$ cat config.mk
export PLATFORM = sky130hd
export DESIGN_NAME = drive_command_mixer_with_watchdog_top
export DESIGN_NICKNAME = d
export VERILOG_FILES = /design/src/rtl/drvmix_pkg.sv /design/src/rtl/drvmix_round.sv /design/src/rtl/drive_command_mixer_with_watchdog_top.sv
export SDC_FILE = /design/constraint.sdc
export NUM_CORES = 1
export LEC_CHECK = 0
export ABC_AREA = 1
export BUFFER_PORTS_ARGS = -buffer_cell sky130_fd_sc_hd__buf_2
export CAP_MARGIN = 20
export CORE_ASPECT_RATIO = 1.1
export CORE_UTILIZATION = 30
export CTS_BUF_LIST = sky130_fd_sc_hd__clkbuf_16
export CTS_CLUSTER_SIZE = 10
export DETAILED_ROUTE_END_ITERATION = 10
export SYNTH_ARGS = -nofsm -noshare
export SYNTH_HDL_FRONTEND = slang
export SYNTH_HIERARCHICAL = 1
export SYNTH_SLANG_ARGS = --single-unit
$ cat constraint.sdc
create_clock -name clock -period 9.1 [get_ports clock]
set_input_delay 1.365 -clock clock [delete_from_list [all_inputs] [get_ports clock]]
set_output_delay 1.365 -clock clock [all_outputs]
set_load 0.02 [all_outputs]
$ cat src/rtl/drvmix_pkg.sv
// Package: request and response types, command codes and mixer constants.
package drvmix_pkg;

   // Request payload, one command or tick.
   typedef struct packed {
      logic [2:0]  op;
      logic [3:0]  direction_code;
      logic [7:0]  amount;
      logic [15:0] elapsed_us;
   } req_type;

   // Response payload, signed wheel drives in percent.
   typedef struct packed {
      logic signed [7:0] left_drive;
      logic signed [7:0] right_drive;
   } rsp_type;

   // Command codes.
   localparam logic [2:0] OP_SET_DIRECTION = 3'd0;
   localparam logic [2:0] OP_SET_SPEED     = 3'd1;
   localparam logic [2:0] OP_SET_TIMEOUT   = 3'd2;
   localparam logic [2:0] OP_CLEAR_TIMEOUT = 3'd3;
   localparam logic [2:0] OP_TICK          = 3'd4;

   // Direction codes.
   localparam logic [3:0] DIR_NONE       = 4'd0;
   localparam logic [3:0] DIR_FWD        = 4'd1;
   localparam logic [3:0] DIR_BACK       = 4'd2;
   localparam logic [3:0] DIR_LEFT       = 4'd3;
   localparam logic [3:0] DIR_RIGHT      = 4'd4;
   localparam logic [3:0] DIR_FWD_LEFT   = 4'd5;
   localparam logic [3:0] DIR_FWD_RIGHT  = 4'd6;
   localparam logic [3:0] DIR_BACK_LEFT  = 4'd7;
   localparam logic [3:0] DIR_BACK_RIGHT = 4'd8;

   // Level register indexes.
   localparam int unsigned NUM_LEVELS = 5;
   localparam logic [2:0] REG_STRAIGHT    = 3'd0;
   localparam logic [2:0] REG_TURN_INNER  = 3'd1;
   localparam logic [2:0] REG_TURN_OUTER  = 3'd2;
   localparam logic [2:0] REG_LIGHT_INNER = 3'd3;
   localparam logic [2:0] REG_LIGHT_OUTER = 3'd4;

   // Level reset values.
   localparam logic signed [7:0] RST_STRAIGHT    = 8'sd100;
   localparam logic signed [7:0] RST_TURN_INNER  = 8'sd0;
   localparam logic signed [7:0] RST_TURN_OUTER  = 8'sd100;
   localparam logic signed [7:0] RST_LIGHT_INNER = 8'sd50;
   localparam logic signed [7:0] RST_LIGHT_OUTER = 8'sd100;

   // Speed and watchdog constants.
   localparam logic [6:0]  SPEED_MAX   = 7'd100;
   localparam logic [24:0] US_PER_UNIT = 25'd100000;

   // Scaling: clamp to 100.00 percent, round half away, divide by 100.
   localparam logic [13:0] CLAMP_LIMIT = 14'd10000;
   localparam logic [13:0] ROUND_BIAS  = 14'd50;
   localparam logic [26:0] RECIP_100   = 27'd5243;
   localparam int unsigned RECIP_SHIFT = 19;

endpackage

$ cat src/rtl/drvmix_round.sv
// Clamp a level-times-speed product, round half away from zero and divide by 100.
module drvmix_round (
   input  logic signed [14:0] product,
   output logic signed [7:0]  drive
);

   logic        negative;
   logic [14:0] magnitude;
   logic [13:0] limited;
   logic [13:0] biased;
   logic [26:0] scaled;
   logic [7:0]  quotient;

   // Take magnitude and clamp to 10000 hundredths
   assign negative  = product[14];
   assign magnitude = negative ? 15'(-product) : 15'(product);
   assign limited   = (magnitude > {1'b0, drvmix_pkg::CLAMP_LIMIT}) ?
                      drvmix_pkg::CLAMP_LIMIT : magnitude[13:0];

   // Divide by 100 through the reciprocal; exact for values up to 10050
   assign biased   = limited + drvmix_pkg::ROUND_BIAS;
   assign scaled   = {13'b0, biased} * drvmix_pkg::RECIP_100;
   assign quotient = scaled[drvmix_pkg::RECIP_SHIFT +: 8];

   // Restore sign
   assign drive = negative ? -$signed(quotient) : $signed(quotient);

endmodule

$ cat src/rtl/drive_command_mixer_with_watchdog_top.sv
// Top level: drive command mixer with speed scaling and tick watchdog.
//
//   channel  direction  ports                              payload
//   request  in         req_valid / req_ready / req_data   drvmix_pkg::req_type
//   response out        rsp_valid / rsp_ready / rsp_data   drvmix_pkg::rsp_type
//   config   in         csr_write_en / csr_index / csr_wdata  8-bit level write
//
// One request is accepted per cycle while req_ready is high; a stalled response can
// hold it low. A request that produces a response passes the input register, the
// product register and the output register before rsp_valid rises. The watchdog and
// state update in the input register stage, so back-to-back requests see each other's
// effects. Reset is synchronous and empties all stages. A stalled response holds the
// pipeline only as far back as a stage that carries a response; requests without a
// response keep flowing.
module drive_command_mixer_with_watchdog_top (
   input  logic                clock,
   input  logic                reset,
   input  logic                req_valid,
   output logic                req_ready,
   input  drvmix_pkg::req_type req_data,
   output logic                rsp_valid,
   input  logic                rsp_ready,
   output drvmix_pkg::rsp_type rsp_data,
   input  logic                csr_write_en,
   input  logic [2:0]          csr_index,
   input  logic [7:0]          csr_wdata
);

   // Configured levels
   logic signed [7:0] level_ff [drvmix_pkg::NUM_LEVELS];

   // Architectural state
   logic [3:0]  dir_ff,     dir_in;
   logic [6:0]  speed_ff,   speed_in;
   logic [24:0] limit_ff,   limit_in;
   logic [24:0] elapsed_ff, elapsed_in;

   // Pipeline stages
   logic                s1_valid_ff;
   drvmix_pkg::req_type s1_req_ff;
   logic                s2_valid_ff;
   logic signed [14:0]  s2_left_ff,  s2_right_ff;
   logic                rsp_valid_ff;
   drvmix_pkg::rsp_type rsp_data_ff;

   logic s3_free, s2_free, s2_advance, s1_advance, s1_emit;
   logic tick_expire;
   logic [25:0] elapsed_sum;
   logic [3:0]  emit_dir;
   logic signed [8:0] straight, turn_in, turn_out, light_in, light_out;
   logic signed [8:0] left_level, right_level;
   logic signed [16:0] left_prod, right_prod;
   logic signed [7:0]  left_drive, right_drive;

   // Stage flow control
   assign s3_free    = !rsp_valid_ff || rsp_ready;
   assign s2_free    = !s2_valid_ff || s3_free;
   assign s2_advance = s2_valid_ff && s3_free;
   assign s1_advance = s1_valid_ff && (!s1_emit || s2_free);
   assign req_ready  = !s1_valid_ff || s1_advance;

   // Watchdog check on the held request
   assign elapsed_sum = {1'b0, elapsed_ff} + {10'b0, s1_req_ff.elapsed_us};
   assign tick_expire = (s1_req_ff.op == drvmix_pkg::OP_TICK) && (limit_ff != 25'd0)
                        && (elapsed_sum[24:0] >= limit_ff);
   assign s1_emit     = (s1_req_ff.op == drvmix_pkg::OP_SET_DIRECTION) || tick_expire;
   assign emit_dir    = (s1_req_ff.op == drvmix_pkg::OP_SET_DIRECTION) ?
                        s1_req_ff.direction_code : drvmix_pkg::DIR_NONE;

   // Widen levels so that negating -128 stays exact
   assign straight  = {level_ff[drvmix_pkg::REG_STRAIGHT][7],
                       level_ff[drvmix_pkg::REG_STRAIGHT]};
   assign turn_in   = {level_ff[drvmix_pkg::REG_TURN_INNER][7],
                       level_ff[drvmix_pkg::REG_TURN_INNER]};
   assign turn_out  = {level_ff[drvmix_pkg::REG_TURN_OUTER][7],
                       level_ff[drvmix_pkg::REG_TURN_OUTER]};
   assign light_in  = {level_ff[drvmix_pkg::REG_LIGHT_INNER][7],
                       level_ff[drvmix_pkg::REG_LIGHT_INNER]};
   assign light_out = {level_ff[drvmix_pkg::REG_LIGHT_OUTER][7],
                       level_ff[drvmix_pkg::REG_LIGHT_OUTER]};

   // Select base level per wheel from the direction
   always_comb begin
      unique case (emit_dir)
         drvmix_pkg::DIR_FWD: begin
            left_level  = straight;
            right_level = straight;
         end
         drvmix_pkg::DIR_BACK: begin
            left_level  = -straight;
            right_level = -straight;
         end
         drvmix_pkg::DIR_LEFT: begin
            left_level  = turn_in;
            right_level = turn_out;
         end
         drvmix_pkg::DIR_RIGHT: begin
            left_level  = turn_out;
            right_level = turn_in;
         end
         drvmix_pkg::DIR_FWD_LEFT: begin
            left_level  = light_in;
            right_level = light_out;
         end
         drvmix_pkg::DIR_FWD_RIGHT: begin
            left_level  = light_out;
            right_level = light_in;
         end
         drvmix_pkg::DIR_BACK_LEFT: begin
            left_level  = -light_out;
            right_level = -light_in;
         end
         drvmix_pkg::DIR_BACK_RIGHT: begin
            left_level  = -light_in;
            right_level = -light_out;
         end
         default: begin
            left_level  = 9'sd0;
            right_level = 9'sd0;
         end
      endcase
   end

   // Scale by speed in hundredths of a percent
   assign left_prod  = left_level  * $signed({1'b0, speed_ff});
   assign right_prod = right_level * $signed({1'b0, speed_ff});

   // Next architectural state for the held request
   always_comb begin
      dir_in     = dir_ff;
      speed_in   = speed_ff;
      limit_in   = limit_ff;
      elapsed_in = elapsed_ff;
      case (s1_req_ff.op)
         drvmix_pkg::OP_SET_DIRECTION: begin
            dir_in = s1_req_ff.direction_code;
         end
         drvmix_pkg::OP_SET_SPEED: begin
            speed_in = (s1_req_ff.amount > {1'b0, drvmix_pkg::SPEED_MAX}) ?
                       drvmix_pkg::SPEED_MAX : s1_req_ff.amount[6:0];
         end
         drvmix_pkg::OP_SET_TIMEOUT: begin
            limit_in   = {17'b0, s1_req_ff.amount} * drvmix_pkg::US_PER_UNIT;
            elapsed_in = 25'd0;
         end
         drvmix_pkg::OP_CLEAR_TIMEOUT: begin
            limit_in   = 25'd0;
            elapsed_in = 25'd0;
         end
         drvmix_pkg::OP_TICK: begin
            if (tick_expire) begin
               elapsed_in = 25'd0;
               dir_in     = drvmix_pkg::DIR_NONE;
            end else if (limit_ff != 25'd0) begin
               elapsed_in = elapsed_sum[24:0];
            end
         end
         default: begin
            dir_in = dir_ff;
         end
      endcase
   end

   // Hold level registers, write on enable
   always_ff @(posedge clock) begin
      if (reset) begin
         level_ff[drvmix_pkg::REG_STRAIGHT]    <= drvmix_pkg::RST_STRAIGHT;
         level_ff[drvmix_pkg::REG_TURN_INNER]  <= drvmix_pkg::RST_TURN_INNER;
         level_ff[drvmix_pkg::REG_TURN_OUTER]  <= drvmix_pkg::RST_TURN_OUTER;
         level_ff[drvmix_pkg::REG_LIGHT_INNER] <= drvmix_pkg::RST_LIGHT_INNER;
         level_ff[drvmix_pkg::REG_LIGHT_OUTER] <= drvmix_pkg::RST_LIGHT_OUTER;
      end else if (csr_write_en && (csr_index <= drvmix_pkg::REG_LIGHT_OUTER)) begin
         level_ff[csr_index] <= $signed(csr_wdata);
      end
   end

   // Advance architectural state when the held request leaves stage one
   always_ff @(posedge clock) begin
      if (reset) begin
         dir_ff     <= drvmix_pkg::DIR_NONE;
         speed_ff   <= drvmix_pkg::SPEED_MAX;
         limit_ff   <= 25'd0;
         elapsed_ff <= 25'd0;
      end else if (s1_advance) begin
         dir_ff     <= dir_in;
         speed_ff   <= speed_in;
         limit_ff   <= limit_in;
         elapsed_ff <= elapsed_in;
      end
   end

   // Stage one: capture request
   always_ff @(posedge clock) begin
      if (reset) begin
         s1_valid_ff <= 1'b0;
      end else if (req_ready) begin
         s1_valid_ff <= req_valid;
      end
   end

   always_ff @(posedge clock) begin
      if (req_ready && req_valid) begin
         s1_req_ff <= req_data;
      end
   end

   // Stage two: hold products of requests that respond
   always_ff @(posedge clock) begin
      if (reset) begin
         s2_valid_ff <= 1'b0;
      end else if (s2_free) begin
         s2_valid_ff <= s1_advance && s1_emit;
      end
   end

   always_ff @(posedge clock) begin
      if (s2_free && s1_advance && s1_emit) begin
         s2_left_ff  <= left_prod[14:0];
         s2_right_ff <= right_prod[14:0];
      end
   end

   // Round both wheels
   drvmix_round u_round_left (
      .product (s2_left_ff),
      .drive   (left_drive)
   );

   drvmix_round u_round_right (
      .product (s2_right_ff),
      .drive   (right_drive)
   );

   // Output register
   always_ff @(posedge clock) begin
      if (reset) begin
         rsp_valid_ff <= 1'b0;
      end else if (s3_free) begin
         rsp_valid_ff <= s2_valid_ff;
      end
   end

   always_ff @(posedge clock) begin
      if (s2_advance) begin
         rsp_data_ff.left_drive  <= left_drive;
         rsp_data_ff.right_drive <= right_drive;
      end
   end

   assign rsp_valid = rsp_valid_ff;
   assign rsp_data  = rsp_data_ff;

endmodule

# ---- Word-level counts from Yosys, hierarchy flattened
# Memory sizes are Yosys's and may differ from the RTL's.
# Index checks and enable logic that the tools add are counted.
dict set report classes {
  add_sub_neg 10
  n_mul 5
  div 0
  magnitude_cmp 5
  eq_ne 13
  shift 0
  mux 22
  bitwise 0
  reduce_logical 27
}
# op n
set ops {}
lappend ops {{$pmux 9 s8} 2}
lappend ops {{$pmux 25 s2} 2}
lappend ops {{$mul 14x13->27 const B} 2}
lappend ops {{$mux 25} 2}
lappend ops {{$gt 15x14->1 const B} 2}
lappend ops {{$mul 9x8->15} 2}
lappend ops {{$mux 15} 2}
lappend ops {{$neg 15->15} 2}
lappend ops {{$add 14x6->14 const B} 2}
lappend ops {{$mux 14} 2}
lappend ops {{$neg 8->9} 3}
lappend ops {{$add 25x16->25} 1}
lappend ops {{$ge 25x25->1} 1}
lappend ops {{$reduce_bool 25->1} 1}
lappend ops {{$mux 8} 3}
lappend ops {{$mul 8x12->20 const B} 1}
lappend ops {{$eq 4x3->1 const B} 4}
lappend ops {{$neg 8->8} 2}
lappend ops {{$logic_and 1x1->1} 9}
lappend ops {{$eq 4x2->1 const B} 2}
lappend ops {{$gt 8x7->1 const B} 1}
lappend ops {{$reduce_or 8->1} 1}
lappend ops {{$mux 7} 1}
lappend ops {{$eq 3x2->1 const B} 2}
lappend ops {{other kinds (16)} 30}
dict set report totals {
  regBits 137
  latchBits 0
  ram_bits 40
  romBits 0
  in_bits 47
  output_inout_bits 18
  wordCells 97
  n_memories 1
}
# memory words width read_ports rd_clocked_by_memory_dff wr line_no
set mem_list {}
lappend mem_list {level_ff 5 8 5 0 5 drive_command_mixer_with_watchdog_top.sv:30} ;# logic signed [7:0] level_ff [drvmix_pkg::NUM_LEVELS];

# ---- Logic depth before layout (Yosys ltp)
dict set report depth {
  depth_word 9
  mapped_depth 56
}

# ---- Modules after synthesis
# Netlist, hierarchy kept.
# module n_inst cells_per_inst area_each_um2 seq_area_each_um2
set by_module_without_submodules {}
lappend by_module_without_submodules {drive_command_mixer_with_watchdog_top 1 2013 15735.1 4614.4}
lappend by_module_without_submodules {{drvmix_round at u_round_right} 1 727 5022.3 0.0}
lappend by_module_without_submodules {{drvmix_round at u_round_left} 1 673 4799.6 0.0}

# ---- Worst setup path before layout
# Ideal clock, no wire load.
dict set report synth_timing {
  path_kind {reg-to-reg}
  startpoint {register s2_right_ff[0]}
  endpoint {register rsp_data_ff (netlist bit rsp_data[5]), data pin}
  setup_time_ps 249
  arrival_ps 7222
  required_ps 8851
  path_slack_ps 1628
  path_stages_with_launch 52
  path_buffers 1
  period_less_slack_ps 7472
  path_cell_list {edfxtp_1 > inv_1 > ha_1 > inv_1 > nor2_1 > nand2_1 > nand2_1 > nand2_1 > nand2_1 > nand2_1 > nor2_1 > nand3_1 > nand3_2 > nand2_2 > inv_2 > buf_6 > nor2_8 > ha_1 > (+16 left out) > inv_1 > ha_1 > nand2_1 > nor2_1 > inv_1 > nor2_1 > inv_1 > nor4_1 > nand3_1 > o2111ai_1 > xor2_1 > a21oi_1 > nand2_1 > nand2_1 > nand2_1 > nand2_1 > nand2_1 > inv_1}
}
dict set report synth_between {
  elab_chain_cells 8
}
# element line_no
set synth_lines {}
lappend synth_lines {{from (decl)} drive_command_mixer_with_watchdog_top.sv:42} ;# logic signed [14:0] s2_left_ff, s2_right_ff;
lappend synth_lines {{from (signal assigned)} drive_command_mixer_with_watchdog_top.sv:219} ;# s2_right_ff <= right_prod[14:0];
lappend synth_lines {{$neg 15->15} drvmix_round.sv:16} ;# assign magnitude = negative ? 15'(-product) : 15'(product);
lappend synth_lines {{$mux 15 *} drvmix_round.sv:16}
lappend synth_lines {{$gt 15x14->1} drvmix_round.sv:17} ;# assign limited = (magnitude > {1'b0, drvmix_pkg::CLAMP_LIMIT}) ?
lappend synth_lines {{$mux 14 *} drvmix_round.sv:17}
lappend synth_lines {{$add 14x6->14 *} drvmix_round.sv:21} ;# assign biased = limited + drvmix_pkg::ROUND_BIAS;
lappend synth_lines {{$mul 14x13->27 *} drvmix_round.sv:22} ;# assign scaled = {13'b0, biased} * drvmix_pkg::RECIP_100;
lappend synth_lines {{$neg 8->8} drvmix_round.sv:26} ;# assign drive = negative ? -$signed(quotient) : $signed(quotient);
lappend synth_lines {{$mux 8 *} drvmix_round.sv:26}
lappend synth_lines {{net right_drive[5]} drive_command_mixer_with_watchdog_top.sv:53} ;# logic signed [7:0] left_drive, right_drive;
lappend synth_lines {{to (decl)} drive_command_mixer_with_watchdog_top.sv:44} ;# drvmix_pkg::rsp_type rsp_data_ff;
# The timed path passes the listed nets; every way through them passes the cells marked *.
# A chain may end at the register's enable or synchronous reset.

# ---- Worst setup path in the final report
dict set report layout_timing {
  startpoint {register s2_left_ff[0]}
  endpoint {register rsp_data_ff (netlist bit rsp_data[15]), data pin}
}
dict set report layout_between {
  elab_chain_cells 8
}
# element line_no
set layout_lines {}
lappend layout_lines {{from (decl)} drive_command_mixer_with_watchdog_top.sv:42}
lappend layout_lines {{from (signal assigned)} drive_command_mixer_with_watchdog_top.sv:218} ;# s2_left_ff <= left_prod[14:0];
lappend layout_lines {{$neg 15->15} drvmix_round.sv:16}
lappend layout_lines {{$mux 15 *} drvmix_round.sv:16}
lappend layout_lines {{$gt 15x14->1} drvmix_round.sv:17}
lappend layout_lines {{$mux 14 *} drvmix_round.sv:17}
lappend layout_lines {{$add 14x6->14 *} drvmix_round.sv:21}
lappend layout_lines {{$mul 14x13->27 *} drvmix_round.sv:22}
lappend layout_lines {{$neg 8->8} drvmix_round.sv:26}
lappend layout_lines {{$mux 8 *} drvmix_round.sv:26}
lappend layout_lines {{net left_drive[7]} drive_command_mixer_with_watchdog_top.sv:53}
# Marks and branches as above.

==> reports/results.ini <==
[run_status]
status=completed

[cts]
htree_levels=4
postCtsSetupBuffers=0
hold_buffers=0
cts_tree=yes
cts.sinks=172
cts-root-buf=clkbuf_16
cts-resized-gates=0
clkTransAtPathRegs_ns=0.07
clock_latency_ns=0.49
numCtsBuffers=17
clock_path_buffers=2

[global_routing]
grt_usage=0.144
grt_max_degree=51
grt_pass1_vias=20800
grt_pass1_wl_um=101000
grt-ovfl-total=0
antenna_found_initial=1

[yosys]
async_flop_share=0
synth_cells=3413
syn_area_um2=25600
synth_edf_count=117
synth_compound_area_frac=0.0667
yosys.area_share.simple=0.240
synth-warning-count=6
synth_flop_cell=edfxtp_1
synth.avg_cell_area_um2=7.49
ys_types=74
synth_fa_ha_area_frac=0.347
syn_nets=4038
synth_seq_area_share=0.181
synthMuxAreaShare=0.000441
synth_xor_area_frac=0.0347
ys_seq_elements=172
synth_top_family_by_area=adder cells

[finish]
layout.nets=4087
area_growth_pct=8.55
utilization=0.331
stdcell_area_um2=27700
antenna_cells=0
seqCellArea_um2=4620
fill_cells=9003
multi_input_area_um2=17600
stdcell_count=4605
drive_gt1_frac=0.0696

[sta]
worst_pin_slew_ns=1.03
fin_skew_ns=0.0193
setup_viol=0
finalSetupTns_ns=0
hold_viol=0
min_period_ns=7.98
maxSlewViolCount=0
fmaxAchievable_ghz=0.125
rsz0062_at_grt=no
fin_crit_sh=0.877
maxSlewHeadroom=0.309

[floorplan]
rows=111
die_w_um=280
start_util=0.305
die_y_um=308
design.die.area_um2=86400
io_pins=65
coreArea_um2=83900

[hold_path]
hold_path_class=flop to flop
hold_path_depth=2

[placement]
numPortBuffers=64
dpl_cell_area_um2=27200
hpwlAfterDp_um=51800
dp_cells=4573
place_congestion=0.895

[worst_setup_path]
critPathKind=flop to flop
slowest_stage=fa_1
cp_max_fo=8
path_buf_inv=7
crit-reg2reg-launch=s2_left_ff[0]
rrSetupSlack_ns=1.12
crit_cells=46
crit_path_frequent_cell=nand2_1
crit_arrival_ns=8.22
crit_path_end=rsp_data[15]
cp-end-kind=flop
startpoint_type=flop
crit_required_ns=9.34
slowest_delay_ns=0.52
cp_top_family=adder cells
rr_endpoint=rsp_data[15]
startpoint=s2_left_ff[0]
reg2regPathDepth=46

[route]
drt-initial-drc-count=953
vias=20700
wl_per_cell_um=13.1
drc=0
antenna_left=0
drt-total-wl_um=60300
routed_via_density=4.49
firstDrtPassIters=6

[power_and_ir_drop]
leakage_uw=0.0146
power_density_nw_per_um2=200
ir_drop_mv=0.174

[flow_run]
max_cap_violations=0

## where the power goes
group	switching [uW]	internal, uW
Sequential	29.8	921
Combinational	2450	1400
Clock	346	406
Total	2830	2730
## worst register-to-register path: cells and delay by family, from the launching register on
family,cells,cell delay (ns)
AOI/OAI and AO/OA,4,0.95
adders and majority gates,8,2.98
buffers and inverters,7,0.74
DFF,1,0.36
and+or+nand+nor,27,2.74
## cell usage in the layout (no fill, tap or decap), types with 9 or more instances in the layout
cell type	n
clkinv_1	9
clkbuf_16	17
nor2_2	22
inv_1	774
nand4_1	83
fa_1	219
xor2_1	62
buf_2	64
nand2_1	701
or2_2	9
o22ai_1	33
a21oi_1	119
o21ai_0	55
xnor2_1	23
edfxtp_1	117
nand3_1	136
o21ai_1	11
dfxtp_1	54
o21bai_1	10
ha_1	359
nand2_2	22
buf_4	11
nor3_1	18
nor4_1	10
nor2_1	368
inv_2	43
## metal layers
layer,part of all wire,vias to the layer above,routed length (um),track usage
li1,-,10800,-,-
met1,0.45,9537,27000,0.176
met2,0.50,289,30300,0.262
met3,0.027,78,1620,0.0185
met4,0.023,2,1360,0.0435
met5,0.00022,-,13,0
## final cells by class
class / count / share of cell area
sequential: 172 / 0.166
clock buffer: 17 / 0.0153
timing repair buffer: 75 / 0.0145
tap: 1130 / 0.0510
clock inverter: 15 / 0.00568
multi-input combinational: 2371 / 0.635
inverter: 825 / 0.112
## cells in the mapped netlist (18+ instances only)
library cell	count	area, um^2
o21ai_0	55	275
nand2_2	22	138
clkbuf_1	21	78.8
o22ai_1	33	206
inv_1	774	2910
a21oi_1	120	601
nor2_1	369	1390
nand4_1	83	519
nor2_2	21	131
xnor2_1	23	201
xor2_1	62	543
ha_1	359	4490
nand3_1	136	681
nand2_1	701	2630
edfxtp_1	117	3510
nor3_1	18	90.1
inv_2	43	161
fa_1	219	4380
dfxtp_1	55	1100
## registers in the layout, indices dropped and copies added, names as in the netlist
signal and count:
rsp_data 16, limit_ff 20, s2_valid_ff 1, s1_valid_ff 1, rsp_valid 1, s1_req_ff 31, level_ff 40, elapsed_ff 25
s2_left_ff 15, speed_ff 7, s2_right_ff 15
## worst min-delay path by stage
stage                     slack (ns)      endpoint         start
after floorplan                 0.44  limit_ff[24]  limit_ff[24]
after global placement          0.45  limit_ff[24]  limit_ff[24]
after detailed placement        0.46  limit_ff[24]  limit_ff[24]
after CTS                       0.47  limit_ff[24]  limit_ff[24]
after global routing            0.50  limit_ff[24]  limit_ff[24]
final                           0.48  limit_ff[24]  limit_ff[24]
## stage by stage
stage	total power (uW)	setup slack, ns	hold WS (ns)
detailed placement	4830	1.13	0.458
CTS	5620	1.12	0.472
finish	5560	1.12	0.477
floorplan	3900	1.63	0.440
global route	6250	0.206	0.503
global placement	4780	1.23	0.450
## cells by family (layout without fill, tap and decap cells)
logic type               count (synthesis)  after routing
flip-flops                             172            172
buffers and inverters                  870            932
AND/OR/NAND/NOR                       1412           1412
multiplexers                             1              1
AO/OA/AOI/OAI                          288            288
adder cells (fa/ha/maj)                578            578
XOR/XNOR                                92             92
(Power assumes the default switching activity.)
